**config.mk**
```make
export PLATFORM = sky130hd
export DESIGN_NAME = biquad_filter_dc_removed
export DESIGN_NICKNAME = d
export VERILOG_FILES = /design/src/bqdc_pkg.sv /design/src/bqdc_seq.sv /design/src/bqdc_dp.sv /design/src/biquad_filter_dc_removed.sv
export SDC_FILE = /design/constraint.sdc
export NUM_CORES = 2
export LEC_CHECK = 0
export ABC_AREA = 0
export BUFFER_PORTS_ARGS = -buffer_cell sky130_fd_sc_hd__buf_2
export CORE_MARGIN = 8
export CORE_UTILIZATION = 50
export CTS_BUF_LIST = sky130_fd_sc_hd__clkbuf_2 sky130_fd_sc_hd__clkbuf_4 sky130_fd_sc_hd__clkbuf_8
export CTS_CLUSTER_SIZE = 10
export DETAILED_ROUTE_END_ITERATION = 6
export PLACE_DENSITY = 0.68
export SYNTH_ARGS = -nofsm -noshare
export SYNTH_HDL_FRONTEND = slang
export SYNTH_SLANG_ARGS = --single-unit
```
**constraint.sdc**
```tcl
create_clock -name clk -period 8.55 [get_ports clk]
set_input_delay 1.71 -clock clk [delete_from_list [all_inputs] [get_ports clk]]
set_output_delay 1.71 -clock clk [all_outputs]
set_load 0.02 [all_outputs]
```
**src/bqdc_pkg.sv**
```systemverilog
// Shared types, constants, microcode and arithmetic helpers of the DC-removing biquad.
package bqdc_pkg;

    localparam int SAMPLE_BITS    = 24;
    localparam int COEF_FRAC_BITS = 30;
    localparam int COEF_BITS      = 32;
    localparam int STATE_BITS     = 48;
    localparam int STATE_FRAC     = 40;
    localparam int CFG_DATA_BITS  = COEF_BITS;
    localparam int CFG_IDX_BITS   = 3;

    localparam int PROD_BITS  = SAMPLE_BITS + COEF_BITS;
    localparam int PROD_SHIFT = SAMPLE_BITS - 1 + COEF_FRAC_BITS - STATE_FRAC;
    localparam int PROD_RSH   = (PROD_SHIFT > 0) ? PROD_SHIFT : 0;
    localparam int PROD_LSH   = (PROD_SHIFT < 0) ? -PROD_SHIFT : 0;
    localparam int OUT_SHIFT  = STATE_FRAC - (SAMPLE_BITS - 1);

    localparam int TERM_BITS  = PROD_BITS + PROD_LSH;
    localparam int WIDE_A     = (PROD_BITS + 1 > TERM_BITS) ? PROD_BITS + 1 : TERM_BITS;
    localparam int ACC_BITS   = ((WIDE_A > STATE_BITS) ? WIDE_A : STATE_BITS) + 2;

    localparam logic signed [ACC_BITS-1:0] PROD_HALF = (ACC_BITS'(1) << PROD_RSH) >> 1;
    localparam logic signed [ACC_BITS-1:0] OUT_HALF  = ACC_BITS'(1) << (OUT_SHIFT - 1);

    localparam logic [COEF_BITS-1:0] GAIN_B0_RESET = COEF_BITS'(1) << COEF_FRAC_BITS;

    localparam logic [CFG_IDX_BITS-1:0] REG_GAIN_B0      = CFG_IDX_BITS'(0);
    localparam logic [CFG_IDX_BITS-1:0] REG_GAIN_B1      = CFG_IDX_BITS'(1);
    localparam logic [CFG_IDX_BITS-1:0] REG_GAIN_B2      = CFG_IDX_BITS'(2);
    localparam logic [CFG_IDX_BITS-1:0] REG_FEEDBACK_A1  = CFG_IDX_BITS'(3);
    localparam logic [CFG_IDX_BITS-1:0] REG_FEEDBACK_A2  = CFG_IDX_BITS'(4);
    localparam logic [CFG_IDX_BITS-1:0] REG_OFFSET_LEVEL = CFG_IDX_BITS'(5);

    localparam int NUM_STEPS = 11;
    localparam int PC_BITS   = $clog2(NUM_STEPS);

    localparam logic [PC_BITS-1:0] ST_INPUT   = PC_BITS'(0);
    localparam logic [PC_BITS-1:0] ST_MUL_B0  = PC_BITS'(1);
    localparam logic [PC_BITS-1:0] ST_MUL_B1  = PC_BITS'(2);
    localparam logic [PC_BITS-1:0] ST_ACC_Y   = PC_BITS'(3);
    localparam logic [PC_BITS-1:0] ST_OUT_Y   = PC_BITS'(4);
    localparam logic [PC_BITS-1:0] ST_MUL_A1  = PC_BITS'(5);
    localparam logic [PC_BITS-1:0] ST_MUL_B2  = PC_BITS'(6);
    localparam logic [PC_BITS-1:0] ST_SUB_A1  = PC_BITS'(7);
    localparam logic [PC_BITS-1:0] ST_NEXT_D1 = PC_BITS'(8);
    localparam logic [PC_BITS-1:0] ST_SUB_A2  = PC_BITS'(9);
    localparam logic [PC_BITS-1:0] ST_NEXT_D2 = PC_BITS'(10);
    localparam logic [PC_BITS-1:0] LAST_STEP  = PC_BITS'(NUM_STEPS - 1);

    typedef enum logic [1:0] {
        COND_ALWAYS,
        COND_IN_VALID,
        COND_OUT_FREE
    } cond_t;

    typedef enum logic [2:0] {
        COEF_B0,
        COEF_B1,
        COEF_B2,
        COEF_A1,
        COEF_A2
    } coef_sel_t;

    typedef enum logic {
        OPND_X,
        OPND_Y
    } opnd_sel_t;

    typedef enum logic [2:0] {
        ACC_HOLD,
        ACC_LOAD_D1,
        ACC_LOAD_D2,
        ACC_LOAD,
        ACC_SUB
    } acc_op_t;

    typedef struct packed {
        logic      x_load;
        logic      mul_en;
        coef_sel_t coef;
        opnd_sel_t opnd;
        acc_op_t   acc_op;
        logic      y_load;
        logic      d1_load;
        logic      d2_load;
        logic      clr_on_last;
        logic      out_load;
    } ctrl_t;

    typedef struct packed {
        cond_t              cond;
        logic               jump;
        logic [PC_BITS-1:0] target;
        ctrl_t              ctl;
    } ucode_t;

    function automatic ucode_t ucode_rom(input logic [PC_BITS-1:0] pc);
        ucode_t w;
        w = '0;
        w.cond = COND_ALWAYS;
        w.ctl.acc_op = ACC_HOLD;
        w.target = ST_INPUT;
        case (pc)
            ST_INPUT:
            begin
                w.cond = COND_IN_VALID;
                w.ctl.x_load = 1'b1;
            end
            ST_MUL_B0:
            begin
                w.ctl.mul_en = 1'b1;
                w.ctl.coef = COEF_B0;
                w.ctl.opnd = OPND_X;
            end
            ST_MUL_B1:
            begin
                w.ctl.mul_en = 1'b1;
                w.ctl.coef = COEF_B1;
                w.ctl.opnd = OPND_X;
            end
            ST_ACC_Y:
            begin
                w.ctl.acc_op = ACC_LOAD_D1;
            end
            ST_OUT_Y:
            begin
                w.ctl.y_load = 1'b1;
                w.ctl.acc_op = ACC_LOAD_D2;
            end
            ST_MUL_A1:
            begin
                w.ctl.mul_en = 1'b1;
                w.ctl.coef = COEF_A1;
                w.ctl.opnd = OPND_Y;
            end
            ST_MUL_B2:
            begin
                w.ctl.mul_en = 1'b1;
                w.ctl.coef = COEF_B2;
                w.ctl.opnd = OPND_X;
            end
            ST_SUB_A1:
            begin
                w.ctl.acc_op = ACC_SUB;
                w.ctl.mul_en = 1'b1;
                w.ctl.coef = COEF_A2;
                w.ctl.opnd = OPND_Y;
            end
            ST_NEXT_D1:
            begin
                w.ctl.d1_load = 1'b1;
                w.ctl.acc_op = ACC_LOAD;
            end
            ST_SUB_A2:
            begin
                w.ctl.acc_op = ACC_SUB;
            end
            ST_NEXT_D2:
            begin
                w.cond = COND_OUT_FREE;
                w.ctl.d2_load = 1'b1;
                w.ctl.clr_on_last = 1'b1;
                w.ctl.out_load = 1'b1;
                w.jump = 1'b1;
                w.target = ST_INPUT;
            end
            default:
            begin
                w.jump = 1'b1;
                w.target = ST_INPUT;
            end
        endcase
        return w;
    endfunction

    function automatic logic signed [SAMPLE_BITS-1:0] sat_sample(
        input logic signed [ACC_BITS-1:0] v
    );
        logic [ACC_BITS-SAMPLE_BITS:0] top;
        top = v[ACC_BITS-1:SAMPLE_BITS-1];
        if (top == '0 || top == '1)
            return v[SAMPLE_BITS-1:0];
        else if (v[ACC_BITS-1])
            return {1'b1, {(SAMPLE_BITS-1){1'b0}}};
        else
            return {1'b0, {(SAMPLE_BITS-1){1'b1}}};
    endfunction

    function automatic logic signed [STATE_BITS-1:0] sat_state(
        input logic signed [ACC_BITS-1:0] v
    );
        logic [ACC_BITS-STATE_BITS:0] top;
        top = v[ACC_BITS-1:STATE_BITS-1];
        if (top == '0 || top == '1)
            return v[STATE_BITS-1:0];
        else if (v[ACC_BITS-1])
            return {1'b1, {(STATE_BITS-1){1'b0}}};
        else
            return {1'b0, {(STATE_BITS-1){1'b1}}};
    endfunction

    // Product to state format: round to nearest, ties toward positive infinity.
    function automatic logic signed [ACC_BITS-1:0] scale_prod(
        input logic signed [PROD_BITS-1:0] p
    );
        logic signed [ACC_BITS-1:0] w;
        w = ACC_BITS'(p);
        w = w + PROD_HALF;
        w = w >>> PROD_RSH;
        return w <<< PROD_LSH;
    endfunction

    function automatic logic signed [SAMPLE_BITS-1:0] round_out(
        input logic signed [ACC_BITS-1:0] v
    );
        logic signed [ACC_BITS-1:0] w;
        w = v + OUT_HALF;
        w = w >>> OUT_SHIFT;
        return sat_sample(w);
    endfunction

endpackage

```
**src/bqdc_seq.sv**
```systemverilog
// Microcode sequencer: step counter, control store and condition logic.
module bqdc_seq (
    input  logic             clk,
    input  logic             rst_n,
    input  logic             in_valid,
    input  logic             out_free,
    output logic             in_ready,
    output bqdc_pkg::ctrl_t  ctrl
);

    logic [bqdc_pkg::PC_BITS-1:0] pc_reg;
    logic [bqdc_pkg::PC_BITS-1:0] pc_next;
    bqdc_pkg::ucode_t             word;
    logic                         fire;

    assign word = bqdc_pkg::ucode_rom(pc_reg);
    assign in_ready = (word.cond == bqdc_pkg::COND_IN_VALID);

    always_comb
    begin
        unique case (word.cond)
            bqdc_pkg::COND_ALWAYS:   fire = 1'b1;
            bqdc_pkg::COND_IN_VALID: fire = in_valid;
            bqdc_pkg::COND_OUT_FREE: fire = out_free;
            default:                 fire = 1'b0;
        endcase
    end

    always_comb
    begin
        ctrl = word.ctl;
        ctrl.x_load = word.ctl.x_load & fire;
        ctrl.mul_en = word.ctl.mul_en & fire;
        ctrl.y_load = word.ctl.y_load & fire;
        ctrl.d1_load = word.ctl.d1_load & fire;
        ctrl.d2_load = word.ctl.d2_load & fire;
        ctrl.clr_on_last = word.ctl.clr_on_last & fire;
        ctrl.out_load = word.ctl.out_load & fire;
        if (!fire)
            ctrl.acc_op = bqdc_pkg::ACC_HOLD;
    end

    always_comb
    begin
        if (!fire)
            pc_next = pc_reg;
        else if (word.jump)
            pc_next = word.target;
        else
            pc_next = pc_reg + bqdc_pkg::PC_BITS'(1);
    end

    always_ff @(posedge clk or negedge rst_n)
    begin
        if (!rst_n)
            pc_reg <= bqdc_pkg::ST_INPUT;
        else
            pc_reg <= pc_next;
    end

    a_pc_range: assert property (@(posedge clk) disable iff (!rst_n)
        pc_reg <= bqdc_pkg::LAST_STEP)
        else $error("step counter left the program");

    a_in_starts: assert property (@(posedge clk) disable iff (!rst_n)
        in_valid && in_ready |=> pc_reg == bqdc_pkg::ST_MUL_B0)
        else $error("input transfer did not start the program");

    a_out_ends: assert property (@(posedge clk) disable iff (!rst_n)
        ctrl.out_load |=> pc_reg == bqdc_pkg::ST_INPUT)
        else $error("result load did not return to the input step");

endmodule

```
**src/bqdc_dp.sv**
```systemverilog
// Datapath: configuration registers, shared multiplier, accumulator, delay state and output register.
module bqdc_dp (
    input  logic                                     clk,
    input  logic                                     rst_n,
    input  bqdc_pkg::ctrl_t                          ctrl,
    input  logic signed [bqdc_pkg::SAMPLE_BITS-1:0]  sample_in,
    input  logic                                     block_end,
    input  logic                                     cfg_we,
    input  logic [bqdc_pkg::CFG_IDX_BITS-1:0]        cfg_index,
    input  logic [bqdc_pkg::CFG_DATA_BITS-1:0]       cfg_data,
    input  logic                                     out_ready,
    output logic                                     out_free,
    output logic                                     out_valid,
    output logic signed [bqdc_pkg::SAMPLE_BITS-1:0]  sample_out,
    output logic                                     out_last
);

    logic signed [bqdc_pkg::COEF_BITS-1:0]   b0_reg;
    logic signed [bqdc_pkg::COEF_BITS-1:0]   b1_reg;
    logic signed [bqdc_pkg::COEF_BITS-1:0]   b2_reg;
    logic signed [bqdc_pkg::COEF_BITS-1:0]   a1_reg;
    logic signed [bqdc_pkg::COEF_BITS-1:0]   a2_reg;
    logic signed [bqdc_pkg::SAMPLE_BITS-1:0] offset_reg;

    logic signed [bqdc_pkg::SAMPLE_BITS-1:0] x_reg;
    logic signed [bqdc_pkg::SAMPLE_BITS-1:0] y_reg;
    logic                                    last_reg;
    logic signed [bqdc_pkg::PROD_BITS-1:0]   p_reg;
    logic signed [bqdc_pkg::ACC_BITS-1:0]    t_reg;
    logic signed [bqdc_pkg::ACC_BITS-1:0]    acc_reg;
    logic signed [bqdc_pkg::ACC_BITS-1:0]    acc_next;
    logic signed [bqdc_pkg::STATE_BITS-1:0]  d1_reg;
    logic signed [bqdc_pkg::STATE_BITS-1:0]  d2_reg;
    logic                                    out_valid_reg;
    logic signed [bqdc_pkg::SAMPLE_BITS-1:0] sample_out_reg;
    logic                                    out_last_reg;

    logic signed [bqdc_pkg::ACC_BITS-1:0]    diff;
    logic signed [bqdc_pkg::COEF_BITS-1:0]   coef_mux;
    logic signed [bqdc_pkg::SAMPLE_BITS-1:0] opnd_mux;
    logic signed [bqdc_pkg::PROD_BITS-1:0]   prod;

    always_ff @(posedge clk or negedge rst_n)
    begin
        if (!rst_n)
        begin
            b0_reg <= bqdc_pkg::GAIN_B0_RESET;
            b1_reg <= '0;
            b2_reg <= '0;
            a1_reg <= '0;
            a2_reg <= '0;
            offset_reg <= '0;
        end
        else if (cfg_we)
        begin
            case (cfg_index)
                bqdc_pkg::REG_GAIN_B0:      b0_reg <= cfg_data;
                bqdc_pkg::REG_GAIN_B1:      b1_reg <= cfg_data;
                bqdc_pkg::REG_GAIN_B2:      b2_reg <= cfg_data;
                bqdc_pkg::REG_FEEDBACK_A1:  a1_reg <= cfg_data;
                bqdc_pkg::REG_FEEDBACK_A2:  a2_reg <= cfg_data;
                bqdc_pkg::REG_OFFSET_LEVEL: offset_reg <= cfg_data[bqdc_pkg::SAMPLE_BITS-1:0];
                default:                    ;
            endcase
        end
    end

    assign diff = bqdc_pkg::ACC_BITS'(sample_in) - bqdc_pkg::ACC_BITS'(offset_reg);

    always_comb
    begin
        unique case (ctrl.coef)
            bqdc_pkg::COEF_B0: coef_mux = b0_reg;
            bqdc_pkg::COEF_B1: coef_mux = b1_reg;
            bqdc_pkg::COEF_B2: coef_mux = b2_reg;
            bqdc_pkg::COEF_A1: coef_mux = a1_reg;
            bqdc_pkg::COEF_A2: coef_mux = a2_reg;
            default:           coef_mux = '0;
        endcase
    end

    assign opnd_mux = (ctrl.opnd == bqdc_pkg::OPND_Y) ? y_reg : x_reg;
    assign prod = coef_mux * opnd_mux;

    always_comb
    begin
        unique case (ctrl.acc_op)
            bqdc_pkg::ACC_HOLD:    acc_next = acc_reg;
            bqdc_pkg::ACC_LOAD_D1: acc_next = bqdc_pkg::ACC_BITS'(d1_reg) + t_reg;
            bqdc_pkg::ACC_LOAD_D2: acc_next = bqdc_pkg::ACC_BITS'(d2_reg) + t_reg;
            bqdc_pkg::ACC_LOAD:    acc_next = t_reg;
            bqdc_pkg::ACC_SUB:     acc_next = acc_reg - t_reg;
            default:               acc_next = acc_reg;
        endcase
    end

    // The scaled product is registered from the product register in the following cycle.
    always_ff @(posedge clk)
    begin
        if (ctrl.x_load)
        begin
            x_reg <= bqdc_pkg::sat_sample(diff);
            last_reg <= block_end;
        end
        if (ctrl.mul_en)
            p_reg <= prod;
        t_reg <= bqdc_pkg::scale_prod(p_reg);
        acc_reg <= acc_next;
        if (ctrl.y_load)
            y_reg <= bqdc_pkg::round_out(acc_reg);
        if (ctrl.out_load)
        begin
            sample_out_reg <= y_reg;
            out_last_reg <= last_reg;
        end
    end

    always_ff @(posedge clk or negedge rst_n)
    begin
        if (!rst_n)
        begin
            d1_reg <= '0;
            d2_reg <= '0;
        end
        else
        begin
            if (ctrl.clr_on_last && last_reg)
            begin
                d1_reg <= '0;
                d2_reg <= '0;
            end
            else
            begin
                if (ctrl.d1_load)
                    d1_reg <= bqdc_pkg::sat_state(acc_reg);
                if (ctrl.d2_load)
                    d2_reg <= bqdc_pkg::sat_state(acc_reg);
            end
        end
    end

    always_ff @(posedge clk or negedge rst_n)
    begin
        if (!rst_n)
            out_valid_reg <= 1'b0;
        else if (ctrl.out_load)
            out_valid_reg <= 1'b1;
        else if (out_ready)
            out_valid_reg <= 1'b0;
    end

    assign out_free = !out_valid_reg || out_ready;
    assign out_valid = out_valid_reg;
    assign sample_out = sample_out_reg;
    assign out_last = out_last_reg;

    a_no_overwrite: assert property (@(posedge clk) disable iff (!rst_n)
        ctrl.out_load |-> (!out_valid_reg || out_ready))
        else $error("result register loaded while still holding a result");

    a_block_clear: assert property (@(posedge clk) disable iff (!rst_n)
        ctrl.out_load && last_reg |=> d1_reg == '0 && d2_reg == '0)
        else $error("delay state not cleared after the last sample of a block");

    a_single_load: assert property (@(posedge clk) disable iff (!rst_n)
        !(ctrl.x_load && ctrl.out_load))
        else $error("input capture and result load in the same step");

endmodule

```
**src/biquad_filter_dc_removed.sv**
```systemverilog
// Top level of the DC-removing biquad section in transposed direct form II.
//
// Input samples arrive on the in_valid/in_ready channel with sample_in and
// block_end; a transfer happens when both are high. Each sample has the
// configured DC level removed and passes through one second-order section.
// One result per input leaves on the out_valid/out_ready channel as
// sample_out and out_last. A small microcode program drives one shared
// 24x32 multiplier; a sample's result is loaded into the output register at
// the last program step and out_valid rises in the next cycle. A new sample
// is taken only at the input step, after the program has finished the
// previous one. The output register lets the next sample enter while the
// previous result waits. If the receiver stalls, the program holds at its
// last step until the output register is free. Configuration registers are
// written through cfg_we, cfg_index and cfg_data; the user must write them
// only while the block is idle, as the block itself does not enforce this.
// Unknown indexes are ignored. Reset clears both delay registers and loads
// the default coefficients (unity gain, no offset). After a sample marked
// block_end both delays clear, so every block starts from zero state.
module biquad_filter_dc_removed (
    input  logic                                     clk,
    input  logic                                     rst_n,
    input  logic                                     in_valid,
    output logic                                     in_ready,
    input  logic signed [bqdc_pkg::SAMPLE_BITS-1:0]  sample_in,
    input  logic                                     block_end,
    output logic                                     out_valid,
    input  logic                                     out_ready,
    output logic signed [bqdc_pkg::SAMPLE_BITS-1:0]  sample_out,
    output logic                                     out_last,
    input  logic                                     cfg_we,
    input  logic [bqdc_pkg::CFG_IDX_BITS-1:0]        cfg_index,
    input  logic [bqdc_pkg::CFG_DATA_BITS-1:0]       cfg_data
);

    bqdc_pkg::ctrl_t ctrl;
    logic            out_free;

    bqdc_seq u_seq (
        .clk      (clk),
        .rst_n    (rst_n),
        .in_valid (in_valid),
        .out_free (out_free),
        .in_ready (in_ready),
        .ctrl     (ctrl)
    );

    bqdc_dp u_dp (
        .clk        (clk),
        .rst_n      (rst_n),
        .ctrl       (ctrl),
        .sample_in  (sample_in),
        .block_end  (block_end),
        .cfg_we     (cfg_we),
        .cfg_index  (cfg_index),
        .cfg_data   (cfg_data),
        .out_ready  (out_ready),
        .out_free   (out_free),
        .out_valid  (out_valid),
        .sample_out (sample_out),
        .out_last   (out_last)
    );

endmodule

```
==> flow_summary.yaml <==
layout:
  largest_reg_flops: 59
  multiInputGateArea_um2: 39700
  seqCellArea_um2: 13300
  post-route-util: 0.565
  fill_cells: 10100
  area_growth_pct: 12.5
  nets: 7597
  layout-drive-gt1-share: 0.149
yosys:
  ys_ff_latch: 506
  synthFlopType: "dfrtp_1"
  netlist_area_um2: 57200
  syn_area_per_cell_um2: 9.37
  synth_most_common_cell: "inv_1"
  synth_area_leaders: "fa_1 (27%), dfrtp_1 (12%), edfxtp_1 (9.3%)"
  yosysWarnings: 0
  yosysSeqAreaShare: 0.233
  ys_types: 99
  yosys-top-cells-count: "inv_1 (977), nand2_1 (798), fa_1 (786), nor2_1 (457), ha_1 (330)"
  synthCells: 6104
  synth_fp_nets: 7285
  synth_edf_count: 177
  yosys.area.top_type: "fa_1"
  ys_async_sr_fraction: 0.563
  synth_top_area_frac: 0.275
critical_path:
  startpoint: "u_seq.pc_reg[0]$_DFFE_PN0P_"
  reg2reg_slack_ns: 0.24
  start_kind: "flop"
  crit_path_frequent_cell: "fa_1"
  slowest_delay_ns: 0.62
  critPathKind: "reg -> reg"
  end_kind: "flop"
  r2r_end: "u_dp.p_reg[51]$_DFFE_PP_"
  cp_slowest_cell: "fa_1"
  critPathRequiredTime_ns: 9.10
  worst_ep_arrival_time_ns: 8.87
  crit_fanout: 11
  rr_worst_depth: 33
  worstReg2RegStart: "u_seq.pc_reg[0]$_DFFE_PN0P_"
floorplanning:
  die_w_um: 354
  io_pins: 92
  die_h_um: 354
  core_area_um2: 114000
  start_util: 0.502
  fp.dieArea_um2: 126000
  placementRows: 124
sta:
  period_share: 0.972
  slew_headroom: 0.148
  slew_viol_final: 0
  setup_violations: 0
  fin_crit_ns: 8.31
  hold_viol: 0
  fmax_mhz: 120
  rsz0062_at_grt: "yes"
  worst_slew_pin_slew_ns: 1.28
  skew_ns: 0.0908
placed_design:
  hpwl_um: 145000
  place.gp.congestion: 0.960
  io_buffers: 91
global_route:
  grt_max_degree: 168
  antenna_found_initial: 8
  grt_pass1_wl_um: 274000
  grt-ovfl-total: 0
  grt_pass1_vias: 46800
  track_usage: 0.279
clocking:
  htreeDepth: 3
  cts_made_buffers: 88
  holdBufCountCts: 0
  cts.path.max_buffers: 3
  clkLatencyLatePin_ns: 0.85
  clock-sinks: 506
  clkTransAtPathRegs_ns: 0.06
  root_buffer: "clkbuf_8"
  tritoncts: "built"
worst_hold_path:
  min_to: "u_dp.t_reg[19]$_DFF_P_"
  hp-class: "reg -> reg"
  hold_path_depth: 1
  min-delay-start: "u_dp.p_reg[32]$_DFFE_PP_"
detailed_routing:
  ant_nets: 0
  vias: 45500
  drt_iter0_markers: 3539
  drtPass1Iterations: 6
  wl_per_cell_um: 22.2
  wl_um: 178000
  drt-vias-per-instance: 5.69
  drc: 0
status:
  status: "completed"
job:
  drv_cap: 0
-- cell usage in the layout, fill, tap and decap left out, types with 14 or more instances in the layout --
master    count
mux2i_1      24
nor2b_1      31
mux2_2      205
and2_1       25
a22oi_1      36
o21ai_0     269
a221oi_1     27
a21o_1      147
ha_1        325
xnor2_1     163
buf_6        15
nand3_1      77
inv_1       972
nand4_1      50
a21oi_1     260
o221ai_1     15
nand2_1     795
nor3_1       50
a221o_1      31
edfxtp_1    177
buf_2        90
o31ai_1      24
clkinv_2     14
xor2_1      109
buf_4       349
and3_1       40
clkbuf_8    103
o211ai_1     23
fa_1        779
clkbuf_4     23
nand2b_1     33
a31oi_1      26
o21a_1       19
dfrtp_1     281
o21bai_1     26
nor2_1      454
a211o_1      14
a211oi_1     23
dfxtp_1      44
buf_12       19
-- layout make-up --
| type | count | share of cell area |
|---|---|---|
| multi-input combinational | 4364 | 0.616 |
| sequential | 506 | 0.207 |
| timing repair buffer | 479 | 0.0583 |
| inverter | 977 | 0.0570 |
| tap | 1512 | 0.0294 |
| clock buffer | 126 | 0.0247 |
| clock inverter | 35 | 0.00665 |
| antenna | 9 | 0.000350 |
-- per-layer routing --
metal / track usage / wire length [um]
met5: 0 / 13
met2: 0.454 / 81700
met4: 0.103 / 7570
met3: 0.0533 / 13800
met1: 0.373 / 74600
-- kinds of logic (layout without fill, tap and decap cells) --
group,Yosys count,count (layout),share of synthesized area
xor+xnor,272,272,0.0416
flops,506,506,0.233
other cells,0,9,0
mux,238,238,0.0461
simple gates,1657,1657,0.126
buf+inv,1234,1617,0.0816
fa+ha+maj,1116,1116,0.347
compound gates,1081,1081,0.125
-- per-stage QoR --
step / area, um2 / hold slack (ns) / cells / setup WS, ns / setup TNS (ns)
after floorplan: 57200 / 0.420 / 6104 / -0.00104 / -0.00104
after global placement: 61700 / 0.463 / 7805 / -0.134 / -0.483
after detailed placement: 61700 / 0.468 / 7805 / -0.291 / -1.50
after CTS: 63700 / 0.450 / 7969 / 0.00369 / 0
after global routing: 64300 / 0.483 / 8006 / -0.0719 / -0.284
final: 64300 / 0.459 / 8008 / 0.237 / 0
-- worst max path at each step --
| stage | end | slack, ns |
|---|---|---|
| 3_5_place_dp | u_dp.p_reg[54]$_DFFE_PP_ | -0.29 |
| 4_1_cts | u_dp.p_reg[54]$_DFFE_PP_ | 0.004 |
| 3_3_place_gp | u_dp.p_reg[54]$_DFFE_PP_ | -0.13 |
| 5_1_grt | u_dp.p_reg[53]$_DFFE_PP_ | -0.07 |
| 6_report | u_dp.p_reg[51]$_DFFE_PP_ | 0.24 |
| 2_1_floorplan | u_dp.p_reg[55]$_DFFE_PP_ | -0.001 |
-- critical path, delay by kind of cell (launching register included) --
family / cells / cell delay, ns
AO/OA/AOI/OAI: 12 / 2.17
XOR/XNOR: 1 / 0.09
adder cells (fa/ha/maj): 9 / 4.04
buffers and inverters: 9 / 0.97
flip-flops: 1 / 0.46
AND/OR/NAND/NOR: 2 / 0.35
-- timing repair --
| item | 4_1_cts | 5_1_grt |
|---|---|---|
| gates cloned | 0 | 4 |
| setup buffers | 3 | 27 |
| setup endpoints to repair | 13 | 23 |
| resized for setup | 7 | 74 |
| pin swaps | 3 | 34 |
Power is not shown: default switching activity piles up to over one toggle a cycle in this logic, so the estimate is an artifact.
